File: config.mk
export PLATFORM = sky130hd
export DESIGN_NAME = hid_command_frame_deframer_core_flat
export DESIGN_NICKNAME = d
export VERILOG_FILES = /design/src/sv/hidfd_pkg.sv /design/src/sv/hidfd_if.sv /design/src/sv/hidfd_in_stage.sv /design/src/sv/hidfd_parse.sv /design/src/sv/hidfd_out_stage.sv /design/src/sv/hid_command_frame_deframer_core.sv /design/src/flat_wrapper.sv
export SDC_FILE = /design/constraint.sdc
export NUM_CORES = 1
export LEC_CHECK = 0
export BUFFER_PORTS_ARGS = -buffer_cell sky130_fd_sc_hd__buf_2
export CAP_MARGIN = 20
export CORE_AREA = 10 10 122 124
export CTS_CLUSTER_SIZE = 25
export DETAILED_ROUTE_END_ITERATION = 10
export DIE_AREA = 0 0 132 134
export HOLD_SLACK_MARGIN = 0.03
export PLACE_DENSITY = 0.87
export REMOVE_ABC_BUFFERS = 1
export SLEW_MARGIN = 20
export SYNTH_ARGS = -nofsm -noshare
export SYNTH_HDL_FRONTEND = slang
export SYNTH_HIERARCHICAL = 1
export SYNTH_SLANG_ARGS = --single-unit
File: constraint.sdc
create_clock -name i_clk -period 7.1 [get_ports i_clk]
set_input_delay 0.71 -clock i_clk [delete_from_list [all_inputs] [get_ports i_clk]]
set_output_delay 0.71 -clock i_clk [all_outputs]
set_load 0.01 [all_outputs]
File: src/sv/hidfd_pkg.sv
// Shared types and constants for the HID command frame deframer.
`default_nettype none

package hidfd_pkg;

    typedef logic [7:0] t_byte;

    localparam t_byte SYNC_BYTE     = 8'hA5;
    localparam t_byte TYPE_KEYBOARD = 8'h4B;
    localparam t_byte TYPE_MOUSE    = 8'h4D;

    localparam int CAP_DEPTH = 7;
    localparam int NUM_KEYS  = 6;

    localparam logic [2:0] ST_KEYBOARD = 3'd0;
    localparam logic [2:0] ST_MOUSE    = 3'd1;
    localparam logic [2:0] ST_IGNORED  = 3'd2;
    localparam logic [2:0] ST_CSUM_ERR = 3'd3;
    localparam logic [2:0] ST_OVERFLOW = 3'd4;

    typedef struct packed {
        logic [2:0]                status;
        t_byte                     mod_or_buttons;
        t_byte [NUM_KEYS-1:0]      keys;
        logic signed [7:0]         delta_x;
        logic signed [7:0]         delta_y;
    } t_result;

endpackage

`default_nettype wire

File: src/sv/hidfd_if.sv
// Valid/ready channel interfaces for received bytes and decoded reports.
`default_nettype none

interface hidfd_byte_if;
    logic       valid;
    logic       ready;
    logic [7:0] rx_byte;

    modport source (output valid, output rx_byte, input ready);
    modport sink   (input valid, input rx_byte, output ready);
endinterface

interface hidfd_rpt_if;
    logic              valid;
    logic              ready;
    logic [2:0]        status;
    logic [7:0]        mod_or_buttons;
    logic [7:0]        key_0;
    logic [7:0]        key_1;
    logic [7:0]        key_2;
    logic [7:0]        key_3;
    logic [7:0]        key_4;
    logic [7:0]        key_5;
    logic signed [7:0] delta_x;
    logic signed [7:0] delta_y;

    modport source (
        output valid, output status, output mod_or_buttons,
        output key_0, output key_1, output key_2, output key_3, output key_4, output key_5,
        output delta_x, output delta_y, input ready
    );
    modport sink (
        input valid, input status, input mod_or_buttons,
        input key_0, input key_1, input key_2, input key_3, input key_4, input key_5,
        input delta_x, input delta_y, output ready
    );
endinterface

`default_nettype wire

File: src/sv/hidfd_in_stage.sv
// Input register: holds one received byte until the parser consumes it.
`default_nettype none

module hidfd_in_stage
    import hidfd_pkg::*;
(
    input  wire         i_clk,
    input  wire         i_rst_n,
    hidfd_byte_if.sink  i_rx,
    input  wire         i_advance,
    output logic        o_vld,
    output t_byte       o_byte
);

    logic  r_vld;
    logic  n_vld;
    t_byte r_byte;
    logic  w_take;

    assign i_rx.ready = !r_vld || i_advance;
    assign w_take     = i_rx.valid && i_rx.ready;

    always_comb begin
        n_vld = r_vld;
        if (w_take) begin
            n_vld = 1'b1;
        end else if (i_advance) begin
            n_vld = 1'b0;
        end
    end

    always_ff @(posedge i_clk) begin
        if (!i_rst_n) begin
            r_vld <= 1'b0;
        end else begin
            r_vld <= n_vld;
        end
    end

    always_ff @(posedge i_clk) begin
        if (w_take) begin
            r_byte <= i_rx.rx_byte;
        end
    end

    assign o_vld  = r_vld;
    assign o_byte = r_byte;

endmodule

`default_nettype wire

File: src/sv/hidfd_parse.sv
// Frame parser: byte counter, running checksum, payload capture and report decode.
`default_nettype none

module hidfd_parse
    import hidfd_pkg::*;
#(
    parameter int MAX_FRAME = 128,
    parameter int KEY_LIMIT = 6
) (
    input  wire      i_clk,
    input  wire      i_rst_n,
    input  wire      i_step,
    input  t_byte    i_byte,
    output logic     o_res_vld,
    output t_result  o_res
);

    localparam int CNT_W = $clog2(MAX_FRAME);

    logic [CNT_W-1:0] r_cnt;
    logic [CNT_W-1:0] n_cnt;
    t_byte            r_type;
    t_byte            n_type;
    t_byte            r_len;
    t_byte            n_len;
    t_byte            r_sum;
    t_byte            n_sum;
    t_byte            r_cap [CAP_DEPTH];
    t_byte            n_cap [CAP_DEPTH];
    logic [8:0]       w_pos;
    logic [8:0]       w_taken;
    logic [8:0]       w_len4;
    t_byte            w_sum;

    assign w_pos   = 9'(r_cnt);
    assign w_taken = w_pos + 9'd1;
    assign w_len4  = {1'b0, r_len} + 9'd4;
    assign w_sum   = r_sum + i_byte;

    always_comb begin
        n_cnt     = r_cnt;
        n_type    = r_type;
        n_len     = r_len;
        n_sum     = r_sum;
        n_cap     = r_cap;
        o_res_vld = 1'b0;
        o_res     = '0;
        if (i_step) begin
            if (r_cnt == '0) begin
                if (i_byte == SYNC_BYTE) begin
                    n_cnt  = CNT_W'(1);
                    n_type = '0;
                    n_len  = '0;
                    n_sum  = '0;
                    for (int i = 0; i < CAP_DEPTH; i++) begin
                        n_cap[i] = '0;
                    end
                end
            end else begin
                n_sum = w_sum;
                if (w_pos == 9'd1) begin
                    n_type = i_byte;
                end
                if (w_pos == 9'd2) begin
                    n_len = i_byte;
                end
                for (int i = 0; i < CAP_DEPTH; i++) begin
                    if (w_pos == 9'(i + 3) && 8'(i) < r_len) begin
                        n_cap[i] = i_byte;
                    end
                end
                if (w_taken == w_len4) begin
                    o_res_vld = 1'b1;
                    n_cnt     = '0;
                    if (w_sum != '0) begin
                        o_res.status = ST_CSUM_ERR;
                    end else if (r_type == TYPE_KEYBOARD) begin
                        // keys past the payload read as zero from the cleared capture
                        o_res.status         = ST_KEYBOARD;
                        o_res.mod_or_buttons = r_cap[0];
                        for (int k = 0; k < NUM_KEYS; k++) begin
                            if (k < KEY_LIMIT) begin
                                o_res.keys[k] = r_cap[k+1];
                            end
                        end
                    end else if (r_type == TYPE_MOUSE) begin
                        o_res.status         = ST_MOUSE;
                        o_res.mod_or_buttons = r_cap[0];
                        o_res.delta_x        = $signed(r_cap[1]);
                        o_res.delta_y        = $signed(r_cap[2]);
                    end else begin
                        o_res.status = ST_IGNORED;
                    end
                end else if (w_taken >= 9'(MAX_FRAME)) begin
                    o_res_vld    = 1'b1;
                    o_res.status = ST_OVERFLOW;
                    n_cnt        = '0;
                end else begin
                    n_cnt = w_taken[CNT_W-1:0];
                end
            end
        end
    end

    always_ff @(posedge i_clk) begin
        if (!i_rst_n) begin
            r_cnt <= '0;
        end else begin
            r_cnt <= n_cnt;
        end
    end

    always_ff @(posedge i_clk) begin
        r_type <= n_type;
        r_len  <= n_len;
        r_sum  <= n_sum;
        r_cap  <= n_cap;
    end

endmodule

`default_nettype wire

File: src/sv/hidfd_out_stage.sv
// Result register: holds one report until the downstream side takes it.
`default_nettype none

module hidfd_out_stage
    import hidfd_pkg::*;
(
    input  wire           i_clk,
    input  wire           i_rst_n,
    input  wire           i_load,
    input  t_result       i_res,
    hidfd_rpt_if.source   o_rpt,
    output logic          o_free
);

    logic    r_vld;
    logic    n_vld;
    t_result r_res;

    assign o_free = !r_vld || o_rpt.ready;

    always_comb begin
        n_vld = r_vld;
        if (i_load) begin
            n_vld = 1'b1;
        end else if (o_rpt.ready) begin
            n_vld = 1'b0;
        end
    end

    always_ff @(posedge i_clk) begin
        if (!i_rst_n) begin
            r_vld <= 1'b0;
        end else begin
            r_vld <= n_vld;
        end
    end

    always_ff @(posedge i_clk) begin
        if (i_load) begin
            r_res <= i_res;
        end
    end

    assign o_rpt.valid          = r_vld;
    assign o_rpt.status         = r_res.status;
    assign o_rpt.mod_or_buttons = r_res.mod_or_buttons;
    assign o_rpt.key_0          = r_res.keys[0];
    assign o_rpt.key_1          = r_res.keys[1];
    assign o_rpt.key_2          = r_res.keys[2];
    assign o_rpt.key_3          = r_res.keys[3];
    assign o_rpt.key_4          = r_res.keys[4];
    assign o_rpt.key_5          = r_res.keys[5];
    assign o_rpt.delta_x        = r_res.delta_x;
    assign o_rpt.delta_y        = r_res.delta_y;

endmodule

`default_nettype wire

File: src/sv/hid_command_frame_deframer_core.sv
// Top level of the HID command frame deframer.
//
// i_rx carries received serial bytes, one per transfer. The block hunts for
// the sync byte 0xA5, then takes type, length L, L payload bytes and a
// checksum byte. For each finished frame, checksum failure or overflow it
// sends one report transfer on o_rpt: keyboard, mouse, ignored type,
// checksum fail or overflow drop. All other bytes give no report.
// Throughput: one byte per cycle while o_rpt is not stalled. A byte passes
// an input register, then the counter/sum/capture logic, then the result
// register; the report for the byte that ends a frame is loaded into the
// result register when that byte leaves the input register.
// Reset clears the input and result valid flags and returns the parser to
// hunting; capture registers are cleared at each sync byte that starts a frame.
// When o_rpt is stalled with a report pending, the byte in the input
// register is held and i_rx.ready drops once that register is full;
// nothing is lost and bytes continue as soon as the report is taken.
`default_nettype none

module hid_command_frame_deframer_core
    import hidfd_pkg::*;
#(
    parameter int MAX_FRAME = 128,
    parameter int KEY_LIMIT = 6
) (
    input  wire           i_clk,
    input  wire           i_rst_n,
    hidfd_byte_if.sink    i_rx,
    hidfd_rpt_if.source   o_rpt
);

    logic    w_in_vld;
    t_byte   w_in_byte;
    logic    w_advance;
    logic    w_step;
    logic    w_res_vld;
    t_result w_res;

    assign w_step = w_in_vld && w_advance;

    hidfd_in_stage u_in (
        .i_clk     (i_clk),
        .i_rst_n   (i_rst_n),
        .i_rx      (i_rx),
        .i_advance (w_advance),
        .o_vld     (w_in_vld),
        .o_byte    (w_in_byte)
    );

    hidfd_parse #(
        .MAX_FRAME (MAX_FRAME),
        .KEY_LIMIT (KEY_LIMIT)
    ) u_parse (
        .i_clk     (i_clk),
        .i_rst_n   (i_rst_n),
        .i_step    (w_step),
        .i_byte    (w_in_byte),
        .o_res_vld (w_res_vld),
        .o_res     (w_res)
    );

    hidfd_out_stage u_out (
        .i_clk   (i_clk),
        .i_rst_n (i_rst_n),
        .i_load  (w_res_vld),
        .i_res   (w_res),
        .o_rpt   (o_rpt),
        .o_free  (w_advance)
    );

endmodule

`default_nettype wire

File: src/flat_wrapper.sv
// flat-port wrapper written by rule: the top's interface ports become plain ports
module hid_command_frame_deframer_core_flat import hidfd_pkg::*;
#(
    parameter int MAX_FRAME = 128,
    parameter int KEY_LIMIT = 6
)
  (i_clk, i_rst_n, i_rx_valid, i_rx_rx_byte, i_rx_ready, o_rpt_valid, o_rpt_status, o_rpt_mod_or_buttons, o_rpt_key_0, o_rpt_key_1, o_rpt_key_2, o_rpt_key_3, o_rpt_key_4, o_rpt_key_5, o_rpt_delta_x, o_rpt_delta_y, o_rpt_ready);
  hidfd_byte_if i_rx_i ();
  hidfd_rpt_if o_rpt_i ();
  input  wire i_clk;
  input  wire i_rst_n;
  input wire logic [$bits(i_rx_i.valid)-1:0] i_rx_valid;
  input wire logic [$bits(i_rx_i.rx_byte)-1:0] i_rx_rx_byte;
  output wire logic [$bits(i_rx_i.ready)-1:0] i_rx_ready;
  output wire logic [$bits(o_rpt_i.valid)-1:0] o_rpt_valid;
  output wire logic [$bits(o_rpt_i.status)-1:0] o_rpt_status;
  output wire logic [$bits(o_rpt_i.mod_or_buttons)-1:0] o_rpt_mod_or_buttons;
  output wire logic [$bits(o_rpt_i.key_0)-1:0] o_rpt_key_0;
  output wire logic [$bits(o_rpt_i.key_1)-1:0] o_rpt_key_1;
  output wire logic [$bits(o_rpt_i.key_2)-1:0] o_rpt_key_2;
  output wire logic [$bits(o_rpt_i.key_3)-1:0] o_rpt_key_3;
  output wire logic [$bits(o_rpt_i.key_4)-1:0] o_rpt_key_4;
  output wire logic [$bits(o_rpt_i.key_5)-1:0] o_rpt_key_5;
  output wire logic [$bits(o_rpt_i.delta_x)-1:0] o_rpt_delta_x;
  output wire logic [$bits(o_rpt_i.delta_y)-1:0] o_rpt_delta_y;
  input wire logic [$bits(o_rpt_i.ready)-1:0] o_rpt_ready;
  assign i_rx_i.valid = i_rx_valid;
  assign i_rx_i.rx_byte = i_rx_rx_byte;
  assign i_rx_ready = i_rx_i.ready;
  assign o_rpt_valid = o_rpt_i.valid;
  assign o_rpt_status = o_rpt_i.status;
  assign o_rpt_mod_or_buttons = o_rpt_i.mod_or_buttons;
  assign o_rpt_key_0 = o_rpt_i.key_0;
  assign o_rpt_key_1 = o_rpt_i.key_1;
  assign o_rpt_key_2 = o_rpt_i.key_2;
  assign o_rpt_key_3 = o_rpt_i.key_3;
  assign o_rpt_key_4 = o_rpt_i.key_4;
  assign o_rpt_key_5 = o_rpt_i.key_5;
  assign o_rpt_delta_x = o_rpt_i.delta_x;
  assign o_rpt_delta_y = o_rpt_i.delta_y;
  assign o_rpt_i.ready = o_rpt_ready;
  hid_command_frame_deframer_core #(.MAX_FRAME(MAX_FRAME), .KEY_LIMIT(KEY_LIMIT)) u_core (.i_clk(i_clk), .i_rst_n(i_rst_n), .i_rx(i_rx_i), .o_rpt(o_rpt_i));
endmodule
==> impl_metrics.toml <==
[timing]
fin_setup_tns_ns = 0
fin_crit_sh_pct = 55.66
slew_headroom_pct = 31.83
finClkSkew_ns = 0.01084
whs_ns = 0.4558
fin_crit_ns = 3.952
setup_viol = 0
drv_slew = 0
tightest_slew_ns = 1.015
hold_violations = 0
fin_ws_ns = 3.148
rsz0062_at_grt = "false"
fmax_mhz = 253.1

[setup_path]
crit_type = "reg -> reg"
start_kind = "register"
cp.required_ns = 7.15
crit_path_max_fanout = 26
arrival_ns = 4.00
crit_path_end_kind = "register"

[finish]
nets = 602
fin_util_pct = 66.44
final_cell_area_sq_mm = 0.008282
num-fill-cells = 840
diodes = 0
stdcell_count = 760
syn2layout_area_growth_pct = 16.43
drive_gt1_share_pct = 23.30
final_common_cell = "edfxtp_1"
layout_common_cells = "163 x edfxtp_1, 95 x and2_1, 88 x buf_2"

[power_and_ir_drop]
powerDensity_mw_per_mm2 = 241.1
p_total_mw = 1.997
irDropWorstVdd_v = 0.0002024
leakage_nw = 2.694

[logic_synthesis]
yosysSeqAreaShare_pct = 71.35
synth.avg_cell_area_sq_um = 14.82
synthCells = 480
synthMuxAreaShare_pct = 0
synth-simple-area-share_pct = 16.80
synthAdderAreaFrac_pct = 2.744
synth_top_family_by_area = "simple AND/OR/NAND/NOR gates"
synthFlopType = "edfxtp_1"
yosysUniqueCellTypes = 50
ys_async_sr_fraction_pct = 0
yosys.area_share.xor_xnor_pct = 2.339
ys_seq_elements = 172
netlist_area_sq_mm = 0.007113
synth_edf_count = 163
synth_compound_area_share_pct = 5.101
ys.warnings.count = 6

[flow_run]
cap_violations = 0

[clocking]
ctsResizeCount = 0
path_clk_slew_ns = 0.06
clkSinkCount = 172
clockBufferDepth = 2
htreeDepth = 4
cts_tree = "built"
cts_setup_buffers = 0
cts_buffers = 17
cts_hold_buf = 0
clock-root-buffer = "clkbuf_16"
clock_latency_ns = 0.43

[worst_hold_path]
min_path_type = "in -> reg"

[detailed_routing]
num_vias = 4109
drtIter0Drc = 384
wl_met2_um = 6671
top_layer = "met4"
wirelength_um = 13900
avgRoutedWirePerCell_um = 18.29
dr.pass1.iters = 7
wl_met1_um = 5877
drt-vias-per-instance = 5.407
ant_nets = 0
drc = 0
route.met3.wl_um = 982

[global_route]
grt_max_degree = 77
antenna_found_initial = 0
grt_overflow = 0
grt_pass1_vias = 4130
grt_pass1_wl_um = 21780
grt.total_usage_pct = 15.61

[die]
die_w_um = 132
die_h_um = 134
io_pins = 89
rows = 41
die_area_sq_mm = 0.01769
initial_utilization_pct = 57.06
core_sq_mm = 0.01247

[outcome]
status = "complete, no violations"

[place]
dp_slack_ns = 2.970
place_area_sq_mm = 0.007731
gp_congestion = 0.8477
placed_cells = 728
port_buffers = 88
hpwl_um = 9712
==> synth_stat cells (2+ instances only) <==
| cell | n | area share [%] |
|---|---|---|
| a21boi_2 | 2 | 0.32 |
| a21o_1 | 3 | 0.32 |
| a21oi_1 | 16 | 1.1 |
| a31oi_1 | 4 | 0.35 |
| and2_1 | 95 | 8.4 |
| and3_1 | 4 | 0.35 |
| buf_2 | 2 | 0.14 |
| buf_4 | 2 | 0.21 |
| buf_6 | 2 | 0.32 |
| clkbuf_1 | 10 | 0.53 |
| dfxtp_1 | 9 | 2.5 |
| edfxtp_1 | 163 | 69 |
| ha_1 | 14 | 2.5 |
| inv_1 | 9 | 0.47 |
| nand2_1 | 22 | 1.2 |
| nand2b_1 | 5 | 0.44 |
| nand2b_4 | 2 | 0.39 |
| nand3_1 | 9 | 0.63 |
| nand4_1 | 2 | 0.18 |
| nor2_1 | 15 | 0.79 |
| nor2b_1 | 9 | 0.79 |
| nor3_1 | 8 | 0.56 |
| nor3_2 | 2 | 0.28 |
| nor4_1 | 6 | 0.53 |
| nor4b_1 | 3 | 0.37 |
| o211ai_1 | 8 | 0.84 |
| o21a_1 | 3 | 0.32 |
| o21ai_0 | 8 | 0.56 |
| or2_2 | 3 | 0.26 |
| or3_1 | 2 | 0.18 |
| or4bb_1 | 2 | 0.32 |
| xnor2_1 | 11 | 1.4 |
| xor2_1 | 8 | 0.99 |
==> registers in the layout, summed over array words and instances (netlist names) <==
register,flops
u_core/u_parse/r_cap,56
u_core/u_in/o_byte,8
u_core/u_out/o_rpt.delta_x,8
u_core/u_out/o_rpt.delta_y,8
u_core/u_out/o_rpt.key_0,8
u_core/u_out/o_rpt.key_1,8
u_core/u_out/o_rpt.key_2,8
u_core/u_out/o_rpt.key_3,8
u_core/u_out/o_rpt.key_4,8
u_core/u_out/o_rpt.key_5,8
u_core/u_out/o_rpt.mod_or_buttons,8
u_core/u_parse/r_len,8
u_core/u_parse/r_sum,8
u_core/u_parse/r_type,8
u_core/u_parse/r_cnt,7
u_core/u_out/o_rpt.status,3
u_core/u_in/o_vld,1
u_core/u_out/o_rpt.valid,1
==> worst max-delay path: stages, from the launching register on <==
cell     delay, ns
dfxtp_1       0.47
inv_1         0.14
ha_1          0.31
nor2b_1       0.19
nand2_1       0.50
o21ai_1       0.46
inv_1         0.45
nand2_1       0.19
nor3_1        0.86
==> final timing paths <==
kind                      startpoint                       end  slack, ns  cells after the start
min reg2reg        u_core/u_in/o_vld         u_core/u_in/o_vld       0.50                      2
min                  i_rx_rx_byte[3]     u_core/u_in/o_byte[3]       0.46                      1
max reg2reg  u_core/u_parse/r_cnt[0]  u_core/u_parse/r_cap[55]       3.15                      8
max          u_core/u_parse/r_cnt[0]  u_core/u_parse/r_cap[55]       3.15                      8
==> final cells by class <==
type | count | area, sq um | share of cell area (%)
tap | 172 | 215.2 | 2.599
timing repair buffer | 92 | 470.5 | 5.681
clock buffer | 19 | 432.9 | 5.227
sequential | 172 | 5075 | 61.28
inverter | 9 | 33.78 | 0.4079
clock inverter | 13 | 117.6 | 1.420
multi-input combinational | 283 | 1937 | 23.39
==> kinds of logic (layout without fill, tap and decap cells) <==
logic type | count (synthesis) | in the layout
DFF | 172 | 172
and+or+nand+nor | 196 | 196
xor gates and xnor gates | 19 | 19
buffers and inverters | 25 | 133
AOI/OAI and AO/OA | 53 | 53
adders and majority gates | 15 | 15
==> routing by layer <==
metal,vias to the layer above,global-route usage (%)
li1,1948,-
met1,1954,18.12
met2,180,25.66
met3,27,5.937
met4,0,6.242
met5,-,0
==> power breakdown <==
part | internal, mW | switching, mW | leakage, nW
registers | 1.10 | 0.00596 | 1.38
logic | 0.0154 | 0.0203 | 1.05
clock network | 0.484 | 0.372 | 0.262
total | 1.60 | 0.398 | 2.69
Note: power is estimated with default switching activity, not from simulation.
